### src/sv/i2c_master_bit_sequencer_unit_defines.svh
// Assertion macros shared by the I2C master bit sequencer modules.
`ifndef I2C_MASTER_BIT_SEQUENCER_UNIT_DEFINES_SVH
`define I2C_MASTER_BIT_SEQUENCER_UNIT_DEFINES_SVH

`ifndef NO_ASSERTIONS

// The consequent must hold in the same cycle as the antecedent.
`define I2CMS_ASSERT_SAME(label, clk, rst, pre, post, msg) \
  label: assert property (@(posedge clk) disable iff (rst) (pre) |-> (post)) \
    else $error(msg);

// The consequent must hold in the cycle after the antecedent.
`define I2CMS_ASSERT_NEXT(label, clk, rst, pre, post, msg) \
  label: assert property (@(posedge clk) disable iff (rst) (pre) |=> (post)) \
    else $error(msg);

`else

`define I2CMS_ASSERT_SAME(label, clk, rst, pre, post, msg)
`define I2CMS_ASSERT_NEXT(label, clk, rst, pre, post, msg)

`endif

`endif

### src/sv/i2cms_pkg.sv
// Types and constants shared by the I2C master bit sequencer modules.
`timescale 1ns / 1ps

package i2cms_pkg;

  // Bits per byte on the bus and the width of the bit counter.
  localparam int DATA_BITS = 8;
  localparam int BIT_CNT_W = $clog2(DATA_BITS + 1);

  // Depth of the item and result queues.
  localparam int QUEUE_DEPTH = 2;
  localparam int QUEUE_PTR_W = (QUEUE_DEPTH > 1) ? $clog2(QUEUE_DEPTH) : 1;
  localparam int QUEUE_CNT_W = $clog2(QUEUE_DEPTH + 1);

  // Register reset values.
  localparam logic [7:0]  HALF_PERIOD_RESET = 8'd5;
  localparam logic [15:0] ACK_WAIT_RESET    = 16'd250;

  // Register indexes on the configuration port.
  localparam logic REG_HALF_PERIOD = 1'b0;
  localparam logic REG_ACK_WAIT    = 1'b1;

  // Command codes.
  typedef enum logic [2:0] {
    CMD_NONE  = 3'd0,
    CMD_START = 3'd1,
    CMD_STOP  = 3'd2,
    CMD_WRITE = 3'd3,
    CMD_READ  = 3'd4
  } cmd_e;

  // Bus phases of the sequencer.
  typedef enum logic [3:0] {
    PH_IDLE      = 4'd0,
    PH_START_A   = 4'd1,
    PH_START_B   = 4'd2,
    PH_STOP_LOW  = 4'd3,
    PH_STOP_HIGH = 4'd4,
    PH_STOP_REL  = 4'd5,
    PH_WR_LOW    = 4'd6,
    PH_WR_HIGH   = 4'd7,
    PH_ACK_LOW   = 4'd8,
    PH_ACK_HIGH  = 4'd9,
    PH_ACK_POLL  = 4'd10,
    PH_RD_LOW    = 4'd11,
    PH_RD_HIGH   = 4'd12,
    PH_RACK_LOW  = 4'd13,
    PH_RACK_HIGH = 4'd14,
    PH_RACK_END  = 4'd15
  } phase_e;

  // One tick item as it arrives.
  typedef struct packed {
    logic [2:0] command;
    logic [7:0] write_data;
    logic       send_nack;
    logic       sda_in;
  } item_t;

  // One tick item after classification.
  typedef struct packed {
    cmd_e       cmd;
    logic [7:0] write_data;
    logic       send_nack;
    logic       sda_in;
  } work_t;

  // One result item.
  typedef struct packed {
    logic       scl_level;
    logic       sda_level;
    logic       busy_res;
    logic       done_res;
    logic [7:0] read_data;
    logic       no_ack;
  } result_t;

  // Configuration registers.
  typedef struct packed {
    logic [7:0]  half_period_ticks;
    logic [15:0] ack_wait_limit;
  } cfg_t;

endpackage

### src/sv/i2c_master_bit_sequencer_unit.sv
// Top level of the I2C master bit sequencer: configuration registers and the two queues.
`timescale 1ns / 1ps

// I2C master that drives open-drain SCL and SDA levels, one time-base tick per item.
// Each item is one tick and may carry a start, stop, write-byte or read-byte command,
// which is taken only while no command is in progress. Every tick gives exactly one
// result item with the drive levels, busy, a done pulse, the last read byte and the
// no-ack flag. The block takes one item per clock cycle: the sequencer takes one tick
// from the item queue in each cycle that the result queue has room. A result reaches
// the result ports after its item is registered in the item queue and then in the
// result queue. Register half_period_ticks sits at byte address 0 and ack_wait_limit
// at byte address 4; write them only while no items are in flight.
module i2c_master_bit_sequencer_unit (
  input  logic               clk,
  input  logic               rst,
  // Configuration port
  input  logic               psel,
  input  logic               penable,
  input  logic               pwrite,
  input  logic [2:0]         paddr,
  input  logic [31:0]        pwdata,
  output logic [31:0]        prdata,
  output logic               pready,
  // Tick items
  input  i2cms_pkg::item_t   item,
  input  logic               push,
  output logic               full,
  // Result items
  output i2cms_pkg::result_t result,
  output logic               empty,
  input  logic               pop
);

  i2cms_pkg::cfg_t    cfg;
  i2cms_pkg::work_t   work;
  logic               work_valid;
  logic               work_take;
  logic               res_full;
  logic               res_push;
  i2cms_pkg::result_t res_out;
  logic               cfg_write;

  assign pready    = 1'b1;
  assign cfg_write = psel && penable && pwrite && pready;

  // Configuration registers; the low address bits are ignored.
  always_ff @(posedge clk) begin
    if (rst) begin
      cfg.half_period_ticks <= i2cms_pkg::HALF_PERIOD_RESET;
      cfg.ack_wait_limit    <= i2cms_pkg::ACK_WAIT_RESET;
    end else if (cfg_write) begin
      case (paddr[2])
        i2cms_pkg::REG_HALF_PERIOD: cfg.half_period_ticks <= pwdata[7:0];
        i2cms_pkg::REG_ACK_WAIT:    cfg.ack_wait_limit    <= pwdata[15:0];
        default: begin
        end
      endcase
    end
  end

  // Register read-back.
  always_comb begin
    case (paddr[2])
      i2cms_pkg::REG_HALF_PERIOD: prdata = {24'd0, cfg.half_period_ticks};
      i2cms_pkg::REG_ACK_WAIT:    prdata = {16'd0, cfg.ack_wait_limit};
      default:                    prdata = '0;
    endcase
  end

  i2cms_front u_front (
    .clk        (clk),
    .rst        (rst),
    .item       (item),
    .push       (push),
    .full       (full),
    .work       (work),
    .work_valid (work_valid),
    .work_take  (work_take)
  );

  i2cms_seq u_seq (
    .clk        (clk),
    .rst        (rst),
    .cfg        (cfg),
    .work       (work),
    .work_valid (work_valid),
    .work_take  (work_take),
    .res_full   (res_full),
    .res_push   (res_push),
    .res_out    (res_out)
  );

  i2cms_resq u_resq (
    .clk      (clk),
    .rst      (rst),
    .res_in   (res_out),
    .res_push (res_push),
    .res_full (res_full),
    .result   (result),
    .empty    (empty),
    .pop      (pop)
  );

endmodule

### src/sv/i2cms_front.sv
// Front end: takes tick items, decodes the command and queues them for the sequencer.
`timescale 1ns / 1ps
`include "i2c_master_bit_sequencer_unit_defines.svh"

module i2cms_front (
  input  logic             clk,
  input  logic             rst,
  input  i2cms_pkg::item_t item,
  input  logic             push,
  output logic             full,
  output i2cms_pkg::work_t work,
  output logic             work_valid,
  input  logic             work_take
);

  i2cms_pkg::work_t                       entry [i2cms_pkg::QUEUE_DEPTH];
  logic [i2cms_pkg::QUEUE_PTR_W-1:0]      wr_ptr;
  logic [i2cms_pkg::QUEUE_PTR_W-1:0]      rd_ptr;
  logic [i2cms_pkg::QUEUE_CNT_W-1:0]      count;
  logic                                   do_push;
  logic                                   do_pop;
  i2cms_pkg::work_t                       decoded;

  // Codes outside the command set are treated as no command.
  always_comb begin
    decoded.write_data = item.write_data;
    decoded.send_nack  = item.send_nack;
    decoded.sda_in     = item.sda_in;
    case (item.command)
      i2cms_pkg::CMD_START: decoded.cmd = i2cms_pkg::CMD_START;
      i2cms_pkg::CMD_STOP:  decoded.cmd = i2cms_pkg::CMD_STOP;
      i2cms_pkg::CMD_WRITE: decoded.cmd = i2cms_pkg::CMD_WRITE;
      i2cms_pkg::CMD_READ:  decoded.cmd = i2cms_pkg::CMD_READ;
      default:              decoded.cmd = i2cms_pkg::CMD_NONE;
    endcase
  end

  assign full       = (count == i2cms_pkg::QUEUE_CNT_W'(i2cms_pkg::QUEUE_DEPTH));
  assign work_valid = (count != '0);
  assign work       = entry[rd_ptr];
  assign do_push    = push && !full;
  assign do_pop     = work_take && work_valid;

  // Queue storage.
  always_ff @(posedge clk) begin
    if (do_push) begin
      entry[wr_ptr] <= decoded;
    end
  end

  // Queue pointers and fill count.
  always_ff @(posedge clk) begin
    if (rst) begin
      wr_ptr <= '0;
      rd_ptr <= '0;
      count  <= '0;
    end else begin
      if (do_push) begin
        wr_ptr <= (wr_ptr == i2cms_pkg::QUEUE_PTR_W'(i2cms_pkg::QUEUE_DEPTH - 1)) ?
                  '0 : wr_ptr + 1'b1;
      end
      if (do_pop) begin
        rd_ptr <= (rd_ptr == i2cms_pkg::QUEUE_PTR_W'(i2cms_pkg::QUEUE_DEPTH - 1)) ?
                  '0 : rd_ptr + 1'b1;
      end
      if (do_push && !do_pop) begin
        count <= count + 1'b1;
      end else if (!do_push && do_pop) begin
        count <= count - 1'b1;
      end
    end
  end

  // The fill count never passes the queue depth.
  `I2CMS_ASSERT_SAME(a_front_count, clk, rst, 1'b1, count <= i2cms_pkg::QUEUE_CNT_W'(i2cms_pkg::QUEUE_DEPTH), "item queue overflow")

endmodule

### src/sv/i2cms_resq.sv
// Result queue between the sequencer and the result port.
`timescale 1ns / 1ps
`include "i2c_master_bit_sequencer_unit_defines.svh"

module i2cms_resq (
  input  logic               clk,
  input  logic               rst,
  input  i2cms_pkg::result_t res_in,
  input  logic               res_push,
  output logic               res_full,
  output i2cms_pkg::result_t result,
  output logic               empty,
  input  logic               pop
);

  i2cms_pkg::result_t                     entry [i2cms_pkg::QUEUE_DEPTH];
  logic [i2cms_pkg::QUEUE_PTR_W-1:0]      wr_ptr;
  logic [i2cms_pkg::QUEUE_PTR_W-1:0]      rd_ptr;
  logic [i2cms_pkg::QUEUE_CNT_W-1:0]      count;
  logic                                   do_push;
  logic                                   do_pop;

  assign res_full = (count == i2cms_pkg::QUEUE_CNT_W'(i2cms_pkg::QUEUE_DEPTH));
  assign empty    = (count == '0);
  assign result   = entry[rd_ptr];
  assign do_push  = res_push && !res_full;
  assign do_pop   = pop && !empty;

  // Queue storage.
  always_ff @(posedge clk) begin
    if (do_push) begin
      entry[wr_ptr] <= res_in;
    end
  end

  // Queue pointers and fill count.
  always_ff @(posedge clk) begin
    if (rst) begin
      wr_ptr <= '0;
      rd_ptr <= '0;
      count  <= '0;
    end else begin
      if (do_push) begin
        wr_ptr <= (wr_ptr == i2cms_pkg::QUEUE_PTR_W'(i2cms_pkg::QUEUE_DEPTH - 1)) ?
                  '0 : wr_ptr + 1'b1;
      end
      if (do_pop) begin
        rd_ptr <= (rd_ptr == i2cms_pkg::QUEUE_PTR_W'(i2cms_pkg::QUEUE_DEPTH - 1)) ?
                  '0 : rd_ptr + 1'b1;
      end
      if (do_push && !do_pop) begin
        count <= count + 1'b1;
      end else if (!do_push && do_pop) begin
        count <= count - 1'b1;
      end
    end
  end

  // The fill count never passes the queue depth.
  `I2CMS_ASSERT_SAME(a_resq_count, clk, rst, 1'b1, count <= i2cms_pkg::QUEUE_CNT_W'(i2cms_pkg::QUEUE_DEPTH), "result queue overflow")

endmodule

### src/sv/i2cms_seq.sv
// Back end: the bus phase sequencer that turns each tick into one result item.
`timescale 1ns / 1ps
`include "i2c_master_bit_sequencer_unit_defines.svh"

module i2cms_seq (
  input  logic               clk,
  input  logic               rst,
  input  i2cms_pkg::cfg_t    cfg,
  input  i2cms_pkg::work_t   work,
  input  logic               work_valid,
  output logic               work_take,
  input  logic               res_full,
  output logic               res_push,
  output i2cms_pkg::result_t res_out
);

  localparam int BW = i2cms_pkg::BIT_CNT_W;
  localparam int DB = i2cms_pkg::DATA_BITS;

  i2cms_pkg::phase_e phase, phase_next;
  logic [BW-1:0]     bit_count, bit_count_next;
  logic [DB-1:0]     shift_byte, shift_byte_next;
  logic [7:0]        tick_count, tick_count_next;
  logic [15:0]       wait_count, wait_count_next;
  logic              scl_drive, scl_drive_next;
  logic              sda_drive, sda_drive_next;
  logic              nack_pending, nack_pending_next;
  logic [DB-1:0]     last_read, last_read_next;
  logic              noack_flag, noack_flag_next;
  logic              done;
  logic              step;
  logic [7:0]        half_eff;
  logic [15:0]       limit_eff;
  logic [7:0]        tick_inc;
  logic [15:0]       wait_inc;
  logic [BW-1:0]     bit_inc;
  logic [DB-1:0]     shift_wr;
  logic [DB-1:0]     shift_rd;

  // One tick is taken whenever one waits and the result queue has room.
  assign step      = work_valid && !res_full;
  assign work_take = step;
  assign res_push  = step;

  // Zero register values behave as one.
  assign half_eff  = (cfg.half_period_ticks == '0) ? 8'd1 : cfg.half_period_ticks;
  assign limit_eff = (cfg.ack_wait_limit == '0) ? 16'd1 : cfg.ack_wait_limit;
  assign tick_inc  = tick_count + 8'd1;
  assign wait_inc  = wait_count + 16'd1;
  assign bit_inc   = bit_count + 1'b1;
  assign shift_wr  = {shift_byte[DB-2:0], 1'b0};
  assign shift_rd  = {shift_byte[DB-2:0], work.sda_in};

  // State register.
  always_ff @(posedge clk) begin
    if (rst) begin
      phase        <= i2cms_pkg::PH_IDLE;
      bit_count    <= '0;
      shift_byte   <= '0;
      tick_count   <= '0;
      wait_count   <= '0;
      scl_drive    <= 1'b1;
      sda_drive    <= 1'b1;
      nack_pending <= 1'b0;
      last_read    <= '0;
      noack_flag   <= 1'b0;
    end else if (step) begin
      phase        <= phase_next;
      bit_count    <= bit_count_next;
      shift_byte   <= shift_byte_next;
      tick_count   <= tick_count_next;
      wait_count   <= wait_count_next;
      scl_drive    <= scl_drive_next;
      sda_drive    <= sda_drive_next;
      nack_pending <= nack_pending_next;
      last_read    <= last_read_next;
      noack_flag   <= noack_flag_next;
    end
  end

  // Next state: commands in idle, ACK polling, and half-period timed phases.
  always_comb begin
    phase_next        = phase;
    bit_count_next    = bit_count;
    shift_byte_next   = shift_byte;
    tick_count_next   = tick_count;
    wait_count_next   = wait_count;
    scl_drive_next    = scl_drive;
    sda_drive_next    = sda_drive;
    nack_pending_next = nack_pending;
    last_read_next    = last_read;
    noack_flag_next   = noack_flag;
    done              = 1'b0;
    case (phase)
      i2cms_pkg::PH_IDLE: begin
        case (work.cmd)
          i2cms_pkg::CMD_START: begin
            phase_next      = i2cms_pkg::PH_START_A;
            scl_drive_next  = 1'b1;
            sda_drive_next  = 1'b1;
            tick_count_next = '0;
          end
          i2cms_pkg::CMD_STOP: begin
            phase_next      = i2cms_pkg::PH_STOP_LOW;
            scl_drive_next  = 1'b0;
            sda_drive_next  = 1'b0;
            tick_count_next = '0;
          end
          i2cms_pkg::CMD_WRITE: begin
            shift_byte_next = work.write_data;
            bit_count_next  = '0;
            wait_count_next = '0;
            noack_flag_next = 1'b0;
            phase_next      = i2cms_pkg::PH_WR_LOW;
            scl_drive_next  = 1'b0;
            sda_drive_next  = work.write_data[DB-1];
            tick_count_next = '0;
          end
          i2cms_pkg::CMD_READ: begin
            shift_byte_next   = '0;
            bit_count_next    = '0;
            nack_pending_next = work.send_nack;
            phase_next        = i2cms_pkg::PH_RD_LOW;
            scl_drive_next    = 1'b0;
            sda_drive_next    = 1'b1;
            tick_count_next   = '0;
          end
          default: begin
          end
        endcase
      end
      i2cms_pkg::PH_ACK_POLL: begin
        // The slave acknowledges by pulling SDA low; otherwise count toward timeout.
        if (!work.sda_in) begin
          scl_drive_next  = 1'b0;
          phase_next      = i2cms_pkg::PH_IDLE;
          tick_count_next = '0;
          done            = 1'b1;
        end else begin
          wait_count_next = wait_inc;
          if (wait_inc >= limit_eff) begin
            noack_flag_next = 1'b1;
            phase_next      = i2cms_pkg::PH_STOP_LOW;
            scl_drive_next  = 1'b0;
            sda_drive_next  = 1'b0;
            tick_count_next = '0;
          end
        end
      end
      default: begin
        tick_count_next = tick_inc;
        if (tick_inc >= half_eff) begin
          // Half period over: move to the next bus phase.
          tick_count_next = '0;
          case (phase)
            i2cms_pkg::PH_START_A: begin
              phase_next     = i2cms_pkg::PH_START_B;
              scl_drive_next = 1'b1;
              sda_drive_next = 1'b0;
            end
            i2cms_pkg::PH_START_B: begin
              scl_drive_next = 1'b0;
              phase_next     = i2cms_pkg::PH_IDLE;
              done           = 1'b1;
            end
            i2cms_pkg::PH_STOP_LOW: begin
              phase_next     = i2cms_pkg::PH_STOP_HIGH;
              scl_drive_next = 1'b1;
              sda_drive_next = 1'b0;
            end
            i2cms_pkg::PH_STOP_HIGH: begin
              phase_next     = i2cms_pkg::PH_STOP_REL;
              scl_drive_next = 1'b1;
              sda_drive_next = 1'b1;
            end
            i2cms_pkg::PH_STOP_REL: begin
              phase_next = i2cms_pkg::PH_IDLE;
              done       = 1'b1;
            end
            i2cms_pkg::PH_WR_LOW: begin
              phase_next     = i2cms_pkg::PH_WR_HIGH;
              scl_drive_next = 1'b1;
            end
            i2cms_pkg::PH_WR_HIGH: begin
              shift_byte_next = shift_wr;
              bit_count_next  = bit_inc;
              scl_drive_next  = 1'b0;
              if (bit_inc >= BW'(DB)) begin
                phase_next     = i2cms_pkg::PH_ACK_LOW;
                sda_drive_next = 1'b1;
              end else begin
                phase_next     = i2cms_pkg::PH_WR_LOW;
                sda_drive_next = shift_wr[DB-1];
              end
            end
            i2cms_pkg::PH_ACK_LOW: begin
              phase_next     = i2cms_pkg::PH_ACK_HIGH;
              scl_drive_next = 1'b1;
              sda_drive_next = 1'b1;
            end
            i2cms_pkg::PH_ACK_HIGH: begin
              phase_next     = i2cms_pkg::PH_ACK_POLL;
              scl_drive_next = 1'b1;
              sda_drive_next = 1'b1;
            end
            i2cms_pkg::PH_RD_LOW: begin
              phase_next     = i2cms_pkg::PH_RD_HIGH;
              scl_drive_next = 1'b1;
              sda_drive_next = 1'b1;
            end
            i2cms_pkg::PH_RD_HIGH: begin
              // Sample the data bit at the end of the SCL high half.
              shift_byte_next = shift_rd;
              bit_count_next  = bit_inc;
              scl_drive_next  = 1'b0;
              if (bit_inc >= BW'(DB)) begin
                last_read_next = shift_rd;
                phase_next     = i2cms_pkg::PH_RACK_LOW;
                sda_drive_next = nack_pending;
              end else begin
                phase_next     = i2cms_pkg::PH_RD_LOW;
                sda_drive_next = 1'b1;
              end
            end
            i2cms_pkg::PH_RACK_LOW: begin
              phase_next     = i2cms_pkg::PH_RACK_HIGH;
              scl_drive_next = 1'b1;
            end
            i2cms_pkg::PH_RACK_HIGH: begin
              phase_next     = i2cms_pkg::PH_RACK_END;
              scl_drive_next = 1'b0;
            end
            i2cms_pkg::PH_RACK_END: begin
              phase_next = i2cms_pkg::PH_IDLE;
              done       = 1'b1;
            end
            default: begin
              phase_next = i2cms_pkg::PH_IDLE;
            end
          endcase
        end
      end
    endcase
  end

  // Result item for this tick, built from the state after it.
  always_comb begin
    res_out.scl_level = scl_drive_next;
    res_out.sda_level = sda_drive_next;
    res_out.busy_res  = (phase_next != i2cms_pkg::PH_IDLE);
    res_out.done_res  = done;
    res_out.read_data = last_read_next;
    res_out.no_ack    = noack_flag_next;
  end

  // A completed command always leaves the sequencer idle.
  `I2CMS_ASSERT_NEXT(a_seq_done_idle, clk, rst, step && done, phase == i2cms_pkg::PH_IDLE, "done without returning to idle")

  // The bit counter never runs past one byte.
  `I2CMS_ASSERT_SAME(a_seq_bit_range, clk, rst, 1'b1, bit_count <= BW'(DB), "bit counter out of range")

  // An accepted write clears the no-ack flag and starts shifting.
  `I2CMS_ASSERT_NEXT(a_seq_write_start, clk, rst, step && (phase == i2cms_pkg::PH_IDLE) && (work.cmd == i2cms_pkg::CMD_WRITE), !noack_flag && (phase == i2cms_pkg::PH_WR_LOW), "write did not start cleanly")

endmodule

### config.mk
export PLATFORM = sky130hd
export DESIGN_NAME = i2c_master_bit_sequencer_unit
export DESIGN_NICKNAME = d
export VERILOG_FILES = /design/src/sv/i2cms_pkg.sv /design/src/sv/i2c_master_bit_sequencer_unit.sv /design/src/sv/i2cms_front.sv /design/src/sv/i2cms_resq.sv /design/src/sv/i2cms_seq.sv
export VERILOG_INCLUDE_DIRS = /design/src /design/src/sv
export SDC_FILE = /design/constraint.sdc
export NUM_CORES = 1
export LEC_CHECK = 0
export ABC_AREA = 1
export BUFFER_PORTS_ARGS = -buffer_cell sky130_fd_sc_hd__buf_2
export CAP_MARGIN = 40
export CORE_AREA = 2 2 202 154
export CTS_CLUSTER_DIAMETER = 60
export CTS_CLUSTER_SIZE = 12
export DETAILED_ROUTE_END_ITERATION = 12
export DIE_AREA = 0 0 204 156
export PLACE_DENSITY = 0.46
export SLEW_MARGIN = 20
export SYNTH_ARGS = -nofsm -noshare
export SYNTH_HDL_FRONTEND = slang
export SYNTH_SLANG_ARGS = --single-unit
### constraint.sdc
create_clock -name clk -period 7.7 [get_ports clk]
set_clock_uncertainty 0.15 [all_clocks]
set_input_delay 0.385 -clock clk [delete_from_list [all_inputs] [get_ports clk]]
set_output_delay 0.385 -clock clk [all_outputs]
set_load 0.05 [all_outputs]
## Word level (Yosys, flattened, before mapping)

Memory sizes are Yosys's and may differ from the RTL's. A register that Yosys moved wholly into a read port is not among the register bits.
Index checks and enable logic that the tools add are counted.
Widths: inputs -> output; s select.

| word-level totals | value |
|---|---|
| register bits | 83 |
| bits of input ports | 55 |
| memory bits (writable) | 52 |
| output and inout bits | 48 |
| word-level logic and storage cells | 185 |
| memories kept | 2 |

Memories:

| memory | words | bits a word | read ports | clocked after memory_dff | wr ports | line | source |
|---|---|---|---|---|---|---|---|
| u_front.entry | 2 | 13 | 1 | 1 | 1 | i2cms_front.sv:16 | `i2cms_pkg::work_t entry [i2cms_pkg::QUEUE_DEPTH];` |
| u_resq.entry | 2 | 13 | 1 | 1 | 1 | i2cms_resq.sv:16 | `i2cms_pkg::result_t entry [i2cms_pkg::QUEUE_DEPTH];` |

| cells by class | value |
|---|---|
| eq/ne operators | 31 |
| bitwise operators | 2 |
| add/subtract/negate cells | 11 |
| muxes and demuxes | 70 |
| reductions and logical operators | 48 |
| $lt $le $gt $ge | 3 |

Operators by type and width:

| cell | count |
|---|---|
| $mux 8 | 9 |
| $pmux 32 s2 | 1 |
| $mux 16 | 3 |
| $pmux 4 s11 | 1 |
| $pmux 7 s2 | 3 |
| $eq 4x4->1 const B | 8 |
| $pmux 16 s2 | 1 |
| $mux 4 | 7 |
| $mux 1 | 26 |
| $add 16x1->16 const B | 1 |
| $eq 4x3->1 const B | 4 |
| $ge 16x16->1 | 1 |
| $logic_not 16->1 | 1 |
| $pmux 4 s2 | 2 |
| $pmux 4 s4 | 1 |
| $pmux 8 s2 | 1 |
| $eq 3x2->1 const B | 4 |
| $pmux 1 s2 | 6 |
| $pmux 3 s4 | 1 |
| $reduce_bool 2->1 | 6 |
| $reduce_or 4->1 | 3 |
| $logic_and 1x1->1 | 11 |
| $reduce_and 5->1 | 2 |
| $reduce_or 2->1 | 5 |
| 32 further kinds | 57 |

## Depth between registers and ports, before layout

| depth | value |
|---|---|
| depth in word-level cells | 8 |
| mapped depth | 19 |
| gate-level depth less buffers | 19 |

## Hierarchy

From an unflattened synthesis, not the netlist that was laid out.

| unflattened totals | value |
|---|---|
| cells, all modules | 1021 |
| area, all modules | 7768.7 um^2 |

Modules (own cells, without submodules):

| module | sequential area each (um^2) | cells each | area an instance (um^2) | instances |
|---|---|---|---|---|
| i2cms_seq | 1021.0 | 656 | 4085.2 | 1 |
| i2c_master_bit_sequencer_unit | 480.5 | 205 | 1293.7 | 1 |
| i2cms_front | 880.8 | 83 | 1204.9 | 1 |
| i2cms_resq | 880.8 | 77 | 1184.9 | 1 |

## Worst setup path after synthesis

OpenSTA, ideal clock, no wires.

| timing path | value |
|---|---|
| path kind | register to register |
| from | register u_seq.wait_count[0] |
| to | memory u_resq.entry[0][10] (netlist bit) (data pin) |
| arrival | 2.451 ns |
| setup time | 0.258 ns |
| stages on the path, launching flop included | 18 |
| path slack | 4.841 ns |
| required time | 7.292 ns |
| path buffers | 0 |
| period minus slack after synthesis | 2.859 ns |
| cells stage by stage | dfxtp_1 ha_1 nand2_1 nor2_1 nand3_1 nor3_1 xor2_1 inv_1 ha_1 nand2_1 o21bai_1 a21oi_1 nor2_1 nand3_2 nand2_1 nor2_1 nor2b_1 nand2_1 |

RTL lines:

| item | line | source |
|---|---|---|
| start, declared | i2cms_seq.sv:24 | `logic [15:0] wait_count, wait_count_next;` |
| start signal, assigned | i2cms_seq.sv:72 | `wait_count <= wait_count_next;` |
| end, declared | i2cms_resq.sv:16 |  |

==> results.py <==
metrics = {
    "timing": {
        "final-setup-viol-count": 0,
        "grt_setup_unrepaired": "no",
        "final_critical_path_setup_slack_ns": 4.21,
        "finalCritPeriodShare_pct": 45.3,
        "final.hold.worst_slack_ns": 0.0315,
        "maxSlewViolCount": 0,
        "worst_slew_margin_rel_pct": 51.2,
        "timing_worst_slew_pin_value_ns": 0.730,
        "hold_violations": 0,
        "setup_tns_ns": 0,
        "clock.fmax_mhz": 287,
        "layout_min_cycle_time_ns": 3.49,
    },
    "global_routing": {
        "grt_util_all_layers_pct": 12.0,
        "grt_pass1_wl_um": 29800,
        "grt_pass1_vias": 5538,
        "grt_antenna_before_repair": 0,
        "grt_remaining_overflow": 0,
        "grt_start_max_net_pins": 46,
    },
    "clock_network": {
        "clock_sinks": 137,
        "worstSkewPairLatency_ns": 0.43,
        "ctsLongestPathBuffers": 2,
        "cts.reportedPaths.clkPinSlew_ns": 0.06,
        "tritoncts": "done",
        "htreeDepth": 4,
        "cts.repair.resized": 0,
        "cts_made_buffers": 17,
        "cts_root_buffer": "sky130_fd_sc_hd__clkbuf_16",
    },
    "floorplan": {
        "floorplan.die_area_um2": 31800,
        "die-width_um": 204,
        "floorplan.io_pins": 103,
        "num_rows": 55,
        "core_area_um2": 29900,
        "initial_util_pct": 24.7,
        "die-height_um": 156,
    },
    "worst_setup_path": {
        "worstPathMaxFanout": 5,
        "r2r-start": "u_seq.wait_count[0]",
        "critical_path_arrival_ns": 3.49,
        "critical_path.startpoint_type": "register",
        "cp-end-kind": "register",
        "critical_path.startpoint": "u_seq.wait_count[0]",
        "worstPathRequired_ns": 7.71,
        "criticalPathCategory": "reg2reg",
    },
    "yosys": {
        "post_synth_fa_ha_maj_area_fraction_pct": 4.92,
        "synth_area_um2": 7380,
        "synth_xor_area_share_pct": 2.49,
        "area_share_of_the_leading_cell_type_in_the_synthesized_netlist_pct": 23.1,
        "post_synth_most_frequent_cells": "sky130_fd_sc_hd__nand2_1, sky130_fd_sc_hd__inv_1, sky130_fd_sc_hd__dfxtp_1",
        "post_synthesis_cell_count": 935,
        "dominant_combinational_cell_family_by_area_after_synthesis": "simple AND/OR/NAND/NOR gates",
        "synth-compound-area-share_pct": 12.8,
        "muxShareOfSynthArea_pct": 2.12,
        "synth.yosys.warnings": 0,
        "synth_area_leaders": "sky130_fd_sc_hd__dfxtp_1, sky130_fd_sc_hd__edfxtp_1, sky130_fd_sc_hd__nand2_1",
        "synth.lib_cells_used.distinct": 47,
        "synth-edff-count": 52,
        "yosys_most_used_dff": "sky130_fd_sc_hd__dfxtp_1",
        "ys_async_sr_fraction_pct": 0,
        "syn-mean-instance-area_um2": 7.89,
        "seq_area_frac_synth_pct": 44.2,
        "synth_simple_gate_area_share_pct": 23.5,
        "ys_ff_latch": 137,
        "yosysMostFrequentCell": "sky130_fd_sc_hd__nand2_1",
        "synthDominantAreaCellType": "sky130_fd_sc_hd__dfxtp_1",
    },
    "placed_design": {
        "port_buf_inserts": 67,
        "dp_worst_setup_slack_ns": 4.20,
        "place_inst": 1375,
        "placed_wire_length_estimate_after_detailed_placement_um": 13400,
        "gpl.final_weighted_congestion": 0.825,
        "post_dp_cell_area_um2": 8050,
    },
    "routing": {
        "drt_first_pass_iters": 4,
        "detail_route.vias_per_cell": 4.15,
        "detail_route.iter0.violations": 334,
        "drt_drc_violations_left": 0,
        "drt-total-wl_um": 18300,
        "routed_wire_length_per_instance_um": 12.9,
        "dr_total_vias": 5877,
        "ant_nets": 0,
    },
    "layout": {
        "area.growth.synth_to_final_pct": 18.4,
        "final_core_util_pct": 29.2,
        "antenna_cells": 0,
        "num-fill-cells": 3270,
        "final_nets": 1089,
        "finalInstanceArea_um2": 8730,
        "drive_above_1_share_pct": 17.3,
        "fin_cells": 1417,
    },
    "min_path": {
        "hold_wc_startpoint": "item[0]",
        "worst_hold_path_type": "in2reg",
    },
    "power_and_ir_drop": {
        "leakage_nw": 3.83,
        "finalPower_mw": 3.43,
        "largest_vdd_supply_drop_mv": 0.142,
        "pwr_density_cell_nw_per_um2": 393,
    },
    "job": {
        "cap_violations": 0,
    },
    "status": {
        "outcome": "finished, final reports clean",
    },
}
metal layers:
metal / GRT usage (%) / vias to the layer above / routed length (µm)
li1: - / 3157 / -
met1: 18.2 / 2629 / 10200
met2: 16.7 / 81 / 7320
met3: 2.84 / 10 / 655
met4: 3.21 / 0 / 129
met5: 0 / - / 0
worst max-delay path, stage by stage (launching register included):
cell and delay, ns:
sky130_fd_sc_hd__dfxtp_1 0.43, sky130_fd_sc_hd__ha_1 0.23, sky130_fd_sc_hd__nand2_1 0.07, sky130_fd_sc_hd__nor2_1 0.16
sky130_fd_sc_hd__nand3_1 0.21, sky130_fd_sc_hd__nor3_1 0.23, sky130_fd_sc_hd__xor2_1 0.17, sky130_fd_sc_hd__inv_1 0.09
sky130_fd_sc_hd__ha_1 0.29, sky130_fd_sc_hd__nand2_1 0.08, sky130_fd_sc_hd__o21bai_1 0.11, sky130_fd_sc_hd__a21oi_1 0.08
sky130_fd_sc_hd__nor2_1 0.26, sky130_fd_sc_hd__nand2_1 0.15, sky130_fd_sc_hd__nand3_1 0.20, sky130_fd_sc_hd__nand3_1 0.09
sky130_fd_sc_hd__nor2_1 0.12, sky130_fd_sc_hd__nand2_1 0.11
power by group:
| part | leakage [nW] | internal [mW] | switching [mW] |
|---|---|---|---|
| Combinational | 2.37 | 0.459 | 1.07 |
| Clock | 0.273 | 0.479 | 0.332 |
| Sequential | 1.18 | 0.969 | 0.120 |
| Total | 3.83 | 1.91 | 1.53 |
path summary, 6_finish.rpt:
check	endpoint	slack [ns]	depth (start not counted)
worst max-delay path	u_resq.entry[1][10]	4.21	17
worst min register to register	u_seq.wait_count[15]	0.31	2
worst min-delay path	u_front.entry[0][0]	0.03	1
worst max register to register	u_resq.entry[1][10]	4.21	17
cells by family after synthesis:
family | count (synthesis)
AOI/OAI and AO/OA | 176
xor gates and xnor gates | 21
adders and majority gates | 29
buffers and inverters | 166
DFF | 137
muxes | 14
other | 2
and+or+nand+nor | 390
sequential cells by signal, indices dropped and copies added, names as in the netlist, named ones only:
| name | count |
|---|---|
| u_front.entry | 26 |
| u_resq.entry | 26 |
| cfg | 24 |
| u_seq.wait_count | 16 |
| u_seq.last_read | 8 |
| u_seq.tick_count | 8 |
| u_seq.shift_byte | 7 |
| u_seq.bit_count | 4 |
| u_seq.phase | 4 |
| u_front.count | 2 |
| u_resq.count | 2 |
| u_front.rd_ptr | 1 |
| u_front.wr_ptr | 1 |
| u_resq.rd_ptr | 1 |
| u_resq.wr_ptr | 1 |
| u_seq.nack_pending | 1 |
| u_seq.noack_flag | 1 |
| u_seq.scl_drive | 1 |
| u_seq.sda_drive | 1 |
layout make-up:
class	count	area [µm²]	share of cell area, %
flip-flops and latches	137	3260	37.4
inverters	119	452	5.17
well taps	399	499	5.72
repair buffers	83	485	5.56
clock buffers	18	429	4.91
multi-input cells	647	3460	39.6
clock inverters	14	148	1.69
cells in the final DEF, fill, tap and decap left out, types with 29 or more instances in the layout:
cell type,netlist,layout
sky130_fd_sc_hd__o21ai_0,59,59
sky130_fd_sc_hd__edfxtp_1,52,52
sky130_fd_sc_hd__nor2_1,74,73
sky130_fd_sc_hd__dfxtp_1,85,85
sky130_fd_sc_hd__a21oi_1,77,77
sky130_fd_sc_hd__nand2_1,218,218
sky130_fd_sc_hd__buf_2,4,67
sky130_fd_sc_hd__nand3_1,30,30
sky130_fd_sc_hd__ha_1,29,29
sky130_fd_sc_hd__inv_1,106,106
timing repair:
action / CTS / global route
buffers inserted: 0 / 0
endpoints found under the hold margin: 18 / 0
hold buffers: 9 / 0
No activity file was read; power rests on OpenSTA's default activity.
